`src/hdl/mdbe_pkg.sv`:
```
// ----------------------------------------------------------------------------
// mdbe_pkg
// shared widths, register indexes and reset values of the debounce unit
// ----------------------------------------------------------------------------
package mdbe_pkg;

    localparam int PIN_W        = 8;
    localparam int CNT_W        = 10;
    localparam int IDX_W        = 3;
    localparam int CFG_IDX_W    = 4;
    localparam int CFG_DATA_W   = 10;
    localparam int DEF_CHANNELS = 8;

    localparam logic [CNT_W-1:0] DEF_DEBOUNCE_TICKS = CNT_W'(50);

    // configuration register indexes
    typedef enum logic [CFG_IDX_W-1:0] {
        CFG_DEBOUNCE_TICKS = 4'd0,
        CFG_INVERT_MASK    = 4'd1,
        CFG_RISING_MASK    = 4'd2,
        CFG_FALLING_MASK   = 4'd3
    } cfg_reg_t;

endpackage

```
`src/hdl/multi_input_debounce_edge_events_unit.sv`:
```
// ----------------------------------------------------------------------------
// multi_input_debounce_edge_events_unit
// multi-channel timed debounce with rising/falling events and a wake report
// ----------------------------------------------------------------------------
// Each accepted word on the input channel is one time tick carrying the raw
// pin levels. The first tick after reset loads the stable levels from the
// pins (xor invert_mask) and raises no events. Later, a pin that changes
// restarts its countdown at debounce_ticks (zero acts as one); when a
// countdown runs out the pin is sampled, the stable level updated and a
// rising or falling flag raised. wake reports the lowest channel whose flag
// meets rising_mask or falling_mask, with its new level. Throughput is one
// word per clock unless stalled: all channel counters update in parallel in
// the cycle the tick is accepted, and the result word is valid in a single
// output register in the next cycle. in_ready stays high while that register
// is empty or being taken in the same cycle; while a result waits unaccepted
// the input is held off, and at most one result word is held inside the
// block. Configuration writes are always accepted (cfg_ready is tied high);
// indexes beyond the four registers are ignored. Channels at index CHANNELS
// or above (and at eight or above) are ignored and read as zero.
// ----------------------------------------------------------------------------
module multi_input_debounce_edge_events_unit
    import mdbe_pkg::*;
#(
    parameter int CHANNELS = DEF_CHANNELS
)
(
    input  logic                  clk,
    input  logic                  rst_n,

    // configuration write channel
    input  logic                  cfg_valid,
    output logic                  cfg_ready,
    input  logic [CFG_IDX_W-1:0]  cfg_index,
    input  logic [CFG_DATA_W-1:0] cfg_data,

    // tick input channel
    input  logic                  in_valid,
    output logic                  in_ready,
    input  logic [PIN_W-1:0]      pin_levels,

    // result channel
    output logic                  out_valid,
    input  logic                  out_ready,
    output logic [PIN_W-1:0]      stable_levels,
    output logic [PIN_W-1:0]      rising_flags,
    output logic [PIN_W-1:0]      falling_flags,
    output logic                  wake,
    output logic [IDX_W-1:0]      wake_index,
    output logic                  wake_value
);

    // channels that actually exist, limited by the field width
    localparam int ACTIVE = (CHANNELS > PIN_W) ? PIN_W : CHANNELS;
    localparam logic [PIN_W-1:0] CH_MASK = PIN_W'((1 << ACTIVE) - 1);

    // configuration registers
    logic [CNT_W-1:0] debounce_ticks_reg;
    logic [PIN_W-1:0] invert_mask_reg;
    logic [PIN_W-1:0] rising_mask_reg;
    logic [PIN_W-1:0] falling_mask_reg;

    // debounce state
    logic [PIN_W-1:0] previous_raw_reg, previous_raw_next;
    logic [PIN_W-1:0] stable_value_reg, stable_value_next;
    logic             primed_reg;
    logic [CNT_W-1:0] settle_count_reg  [ACTIVE];
    logic [CNT_W-1:0] settle_count_next [ACTIVE];

    // result register
    logic             out_valid_reg;
    logic [PIN_W-1:0] stable_levels_reg;
    logic [PIN_W-1:0] rising_flags_reg,  rising_next;
    logic [PIN_W-1:0] falling_flags_reg, falling_next;
    logic             wake_reg,          wake_next;
    logic [IDX_W-1:0] wake_index_reg,    wake_index_next;
    logic             wake_value_reg,    wake_value_next;

    logic             in_fire;
    logic [PIN_W-1:0] raw;
    logic [PIN_W-1:0] sampled;
    logic [PIN_W-1:0] changed;
    logic [PIN_W-1:0] match;
    logic [CNT_W-1:0] reload;

    assign cfg_ready = 1'b1;
    assign in_ready  = !out_valid_reg || out_ready;
    assign in_fire   = in_valid && in_ready;

    // config writes
    always_ff @(posedge clk or negedge rst_n)
    begin
        if (!rst_n)
        begin
            debounce_ticks_reg <= DEF_DEBOUNCE_TICKS;
            invert_mask_reg    <= '0;
            rising_mask_reg    <= '0;
            falling_mask_reg   <= '0;
        end
        else if (cfg_valid)
        begin
            case (cfg_index)
                CFG_DEBOUNCE_TICKS: debounce_ticks_reg <= cfg_data[CNT_W-1:0];
                CFG_INVERT_MASK:    invert_mask_reg    <= cfg_data[PIN_W-1:0];
                CFG_RISING_MASK:    rising_mask_reg    <= cfg_data[PIN_W-1:0];
                CFG_FALLING_MASK:   falling_mask_reg   <= cfg_data[PIN_W-1:0];
                default:            ;
            endcase
        end
    end

    assign raw     = pin_levels & CH_MASK;
    assign sampled = (raw ^ invert_mask_reg) & CH_MASK;
    assign changed = raw ^ previous_raw_reg;
    assign reload  = (debounce_ticks_reg == '0) ? CNT_W'(1) : debounce_ticks_reg;

    // per-channel countdown and sampling
    always_comb
    begin
        rising_next       = '0;
        falling_next      = '0;
        stable_value_next = stable_value_reg;
        previous_raw_next = raw;
        for (int i = 0; i < ACTIVE; i++)
        begin
            settle_count_next[i] = settle_count_reg[i];
        end
        if (!primed_reg)
        begin
            // priming tick: load levels, no events
            stable_value_next = sampled;
        end
        else
        begin
            for (int i = 0; i < ACTIVE; i++)
            begin
                if (changed[i])
                begin
                    settle_count_next[i] = reload;
                end
                else if (settle_count_reg[i] != '0)
                begin
                    settle_count_next[i] = settle_count_reg[i] - CNT_W'(1);
                    if (settle_count_reg[i] == CNT_W'(1))
                    begin
                        rising_next[i]       = sampled[i] && !stable_value_reg[i];
                        falling_next[i]      = !sampled[i] && stable_value_reg[i];
                        stable_value_next[i] = sampled[i];
                    end
                end
            end
        end
    end

    // lowest matching channel
    assign match = ((rising_next & rising_mask_reg) | (falling_next & falling_mask_reg))
                   & CH_MASK;

    always_comb
    begin
        wake_next       = 1'b0;
        wake_index_next = '0;
        wake_value_next = 1'b0;
        for (int i = ACTIVE - 1; i >= 0; i--)
        begin
            if (match[i])
            begin
                wake_next       = 1'b1;
                wake_index_next = IDX_W'(i);
                wake_value_next = stable_value_next[i];
            end
        end
    end

    // state update on each accepted tick
    always_ff @(posedge clk or negedge rst_n)
    begin
        if (!rst_n)
        begin
            primed_reg       <= 1'b0;
            previous_raw_reg <= '0;
            stable_value_reg <= '0;
            for (int i = 0; i < ACTIVE; i++)
            begin
                settle_count_reg[i] <= '0;
            end
        end
        else if (in_fire)
        begin
            primed_reg       <= 1'b1;
            previous_raw_reg <= previous_raw_next;
            stable_value_reg <= stable_value_next;
            for (int i = 0; i < ACTIVE; i++)
            begin
                settle_count_reg[i] <= settle_count_next[i];
            end
        end
    end

    // output valid
    always_ff @(posedge clk or negedge rst_n)
    begin
        if (!rst_n)
        begin
            out_valid_reg <= 1'b0;
        end
        else if (in_ready)
        begin
            out_valid_reg <= in_valid;
        end
    end

    // output payload
    always_ff @(posedge clk)
    begin
        if (in_fire)
        begin
            stable_levels_reg <= stable_value_next;
            rising_flags_reg  <= rising_next;
            falling_flags_reg <= falling_next;
            wake_reg          <= wake_next;
            wake_index_reg    <= wake_index_next;
            wake_value_reg    <= wake_value_next;
        end
    end

    assign out_valid     = out_valid_reg;
    assign stable_levels = stable_levels_reg;
    assign rising_flags  = rising_flags_reg;
    assign falling_flags = falling_flags_reg;
    assign wake          = wake_reg;
    assign wake_index    = wake_index_reg;
    assign wake_value    = wake_value_reg;

endmodule
```
`config.mk`:
```
export PLATFORM = sky130hd
export DESIGN_NAME = multi_input_debounce_edge_events_unit
export DESIGN_NICKNAME = d
export VERILOG_FILES = /design/src/hdl/mdbe_pkg.sv /design/src/hdl/multi_input_debounce_edge_events_unit.sv
export SDC_FILE = /design/constraint.sdc
export NUM_CORES = 1
export LEC_CHECK = 0
export ABC_AREA = 1
export BUFFER_PORTS_ARGS = -buffer_cell sky130_fd_sc_hd__buf_2
export CORE_UTILIZATION = 55
export CTS_CLUSTER_SIZE = 24
export DETAILED_ROUTE_END_ITERATION = 8
export PLACE_DENSITY = 0.74
export SKIP_CTS_REPAIR_TIMING = 1
export SYNTH_ARGS = -nofsm -noshare
export SYNTH_HDL_FRONTEND = slang
export SYNTH_SLANG_ARGS = --single-unit
```
`constraint.sdc`:
```
create_clock -name clk -period 2 [get_ports clk]
set_clock_uncertainty 0.05 [all_clocks]
set_input_delay 0.2 -clock clk [delete_from_list [all_inputs] [get_ports clk]]
set_output_delay 0.2 -clock clk [all_outputs]
set_load 0.02 [all_outputs]
```
==> reports/qor.yml <==
ys_ff_latch: 161
layout_setup_ws_ps: -177
cp_slowest_cell: "dfrtp_1"
crit_top_cell: "nand2_1"
layout-drive-gt1-share_pct: 23.0
report.final.hold_viol_count: 0
crit_chain: "inv_2 -> ha_1 -> nand4_1 -> nor2_4 -> nand4_1 -> buf_4 -> nand4_1 -> nand2_1 -> nand2_1 -> nand2_1 -> nand2_1 -> nand2_1 -> nand2_1 -> nand2_1"
fmax_mhz: 459
synthArstFlopShare_pct: 82.0
synth.most_common_cell: "nand2_1"
drc: 0
grtUsageTotal_pct: 29.0
cap_violations: 0
nets: 1327
critical_path.n_buffers_inverters: 2
leakage_nw: 5.25
largest_reg_flops: 80
cp-start-kind: "flop"
cp.required_ps: 2150
crit_family: "simple AND/OR/NAND/NOR gates"
netlist_instances: 1136
synth_edf_count: 29
clock-sinks: 161
netlist_top_cells_count: "217 x nand2_1, 146 x o21ai_0, 142 x inv_1"
grt_pass1_vias: 7651
coreArea_sq_um: 16000
syn-num-nets: 1180
io_buffers: 57
whs_ps: 4.62
ys.flop_type: "dfrtp_1"
status: "finished, violations left"
rrSetupSlack_ps: -180
synth_warnings: 0
vias_per_cell: 5.51
die_width_microns: 130
yosys.area.top_type_share_pct: 35.6
path_class: "reg -> reg"
io_pins: 59
clock_latency_ps: 440
synth_area_leaders: "dfrtp_1 36%, edfxtp_1 9.6%, nand2_1 9.0%, o21ai_0 8.0%, inv_1 5.9%"
irDropWorstVdd_uv: 770
synth_top_cell_by_area: "dfrtp_1"
h-tree-depth: 4
initial_core_util_pct: 56.7
tritoncts: "built"
grt_first_pass_wirelength_microns: 37600
cpPeakStageDelay_ps: 390
regToRegEndpoint: "wake_value$_DFFE_PP_"
dieArea_sq_um: 17000
fin_tns_setup_ps: -337
setup_viol: 4
rr_worst_depth: 14
wl_per_cell_microns: 16.0
reg2reg_from: "settle_count_reg[11]$_DFFE_PN0P_"
drt_iter0_drc: 631
cp.depth: 14
clk_pin_slew_ps: 70
netlist_area_sq_um: 9080
layout_min_cycle_time_ps: 2180
worstSetupEndpointType: "flop"
crit_path_start: "settle_count_reg[11]$_DFFE_PN0P_"
dr.pass1.iters: 5
critPathMaxFanout: 3
nFillCells: 1281
die_h_microns: 130
p_per_area_nw_per_um2: 1100
grt_antenna_before_repair: 0
slew_violations: 0
grt_max_degree: 52
dp_hpwl_microns: 16800
antenna_left: 0
ys_seq_area_share_pct: 46.0
antenna_cells: 0
crit_arrival_ps: 2330
critical_path.endpoint: "wake_value$_DFFE_PP_"
hold_path.class: "in -> reg"
place.gp.congestion: 0.878
syn_area_per_cell_sq_um: 7.99
numCtsBuffers: 17
fin_crit_sh_pct: 109
wl_microns: 24200
cts.path.max_buffers: 2
vias: 8328
synth.distinct_cells: 56
rsz0062_at_grt: "yes"
area_growth_syn_to_layout_pct: 21.0
overflow: 0
violations: "setup timing"
std_cell_rows: 46
cts-root-buf: "clkbuf_16"
==> metal layers <==
metal	track usage, %	part of all wire (%)	vias to the layer above
met5	0	0	-
met4	10.9	2.5	0
met3	5.90	6.6	61
met2	47.3	47	277
met1	38.1	43	3936
li1	-	-	4054
==> metrics by stage <==
stage	total power [mW]	std cells	cell area [sq um]	util, %	setup slack [ps]
2_1_floorplan	7.26	1136	9080	-	103
3_3_place_gp	8.60	1470	10200	63.9	-25.3
3_5_place_dp	8.73	1470	10200	63.9	-89.9
4_1_cts	11.9	1502	10800	67.5	-155
5_1_grt	12.9	1512	11000	68.6	-299
6_report	12.1	1512	11000	68.6	-177
==> layout by cell type, fill, tap and decap left out, types with 10 or more instances in the layout <==
master,synthesis,final
edfxtp_1,29,29
dfrtp_1,129,129
o211ai_1,12,12
ha_1,17,14
o22ai_1,12,12
o21ai_0,146,145
nand3_1,49,45
inv_1,142,136
nand4_1,14,14
a31oi_1,11,11
inv_2,18,23
nand2_1,217,213
o21ai_1,16,17
nor2_4,7,10
nor2_2,14,16
xor2_1,18,18
nand2_2,20,23
buf_4,5,102
clkbuf_16,0,17
a21oi_1,67,66
buf_2,7,56
nor2_1,80,75
nor3_1,17,17
==> worst min-delay path by stage <==
stage,startpoint,to,slack (ps),cells past startpoint
after floorplan,rst_n,debounce_ticks_reg[0]$_DFFE_PN0P_,-150,0
after global placement,rst_n,settle_count_reg[64]$_DFFE_PN0P_,90,1
after detailed placement,rst_n,settle_count_reg[65]$_DFFE_PN0P_,100,1
after CTS,rst_n,settle_count_reg[64]$_DFFE_PN0P_,-360,1
after global routing,out_ready,out_valid$_DFFE_PN0N_,10,4
final,cfg_data[8],debounce_ticks_reg[8]$_DFFE_PN0P_,5,3
==> worst register-to-register path, cell delays in order (launching register included) <==
cell and delay [ps]:
dfrtp_1 390, inv_2 110, ha_1 170, nand4_1 190, nor2_4 180, nand4_1 180, buf_4 200, nand4_1 90
nand2_1 60, nand2_1 60, nand2_1 70, nand2_1 60, nand2_1 40, nand2_1 50, nand2_1 50
==> cell type report <==
type	instances	area [sq um]	share of cell area, %
repair buffers	166	1160	10.6
clock inverters	14	144	1.31
inverters	163	619	5.64
clock buffers	18	429	3.91
multi-input cells	774	4180	38.1
flip-flops and latches	161	4180	38.0
well taps	216	270	2.46
==> cells by family (layout without fill, tap and decap cells) <==
family,count (synthesis),after routing,synth area share (%)
other,1,1,0.0413
flip-flops,161,161,46.0
XOR/XNOR,25,25,2.41
AND/OR/NAND/NOR,443,443,22.8
buffers and inverters,201,361,8.92
adder cells (fa/ha/maj),17,17,2.34
multiplexers,1,1,0.110
AO/OA/AOI/OAI,287,287,17.3
==> where the power goes <==
group	internal, mW	switching, mW	leakage [nW]	total [mW]
logic	1.64	2.55	3.06	4.19
clock network	1.66	1.54	0.278	3.20
registers	4.14	0.589	1.91	4.72
(Power assumes the default switching activity.)
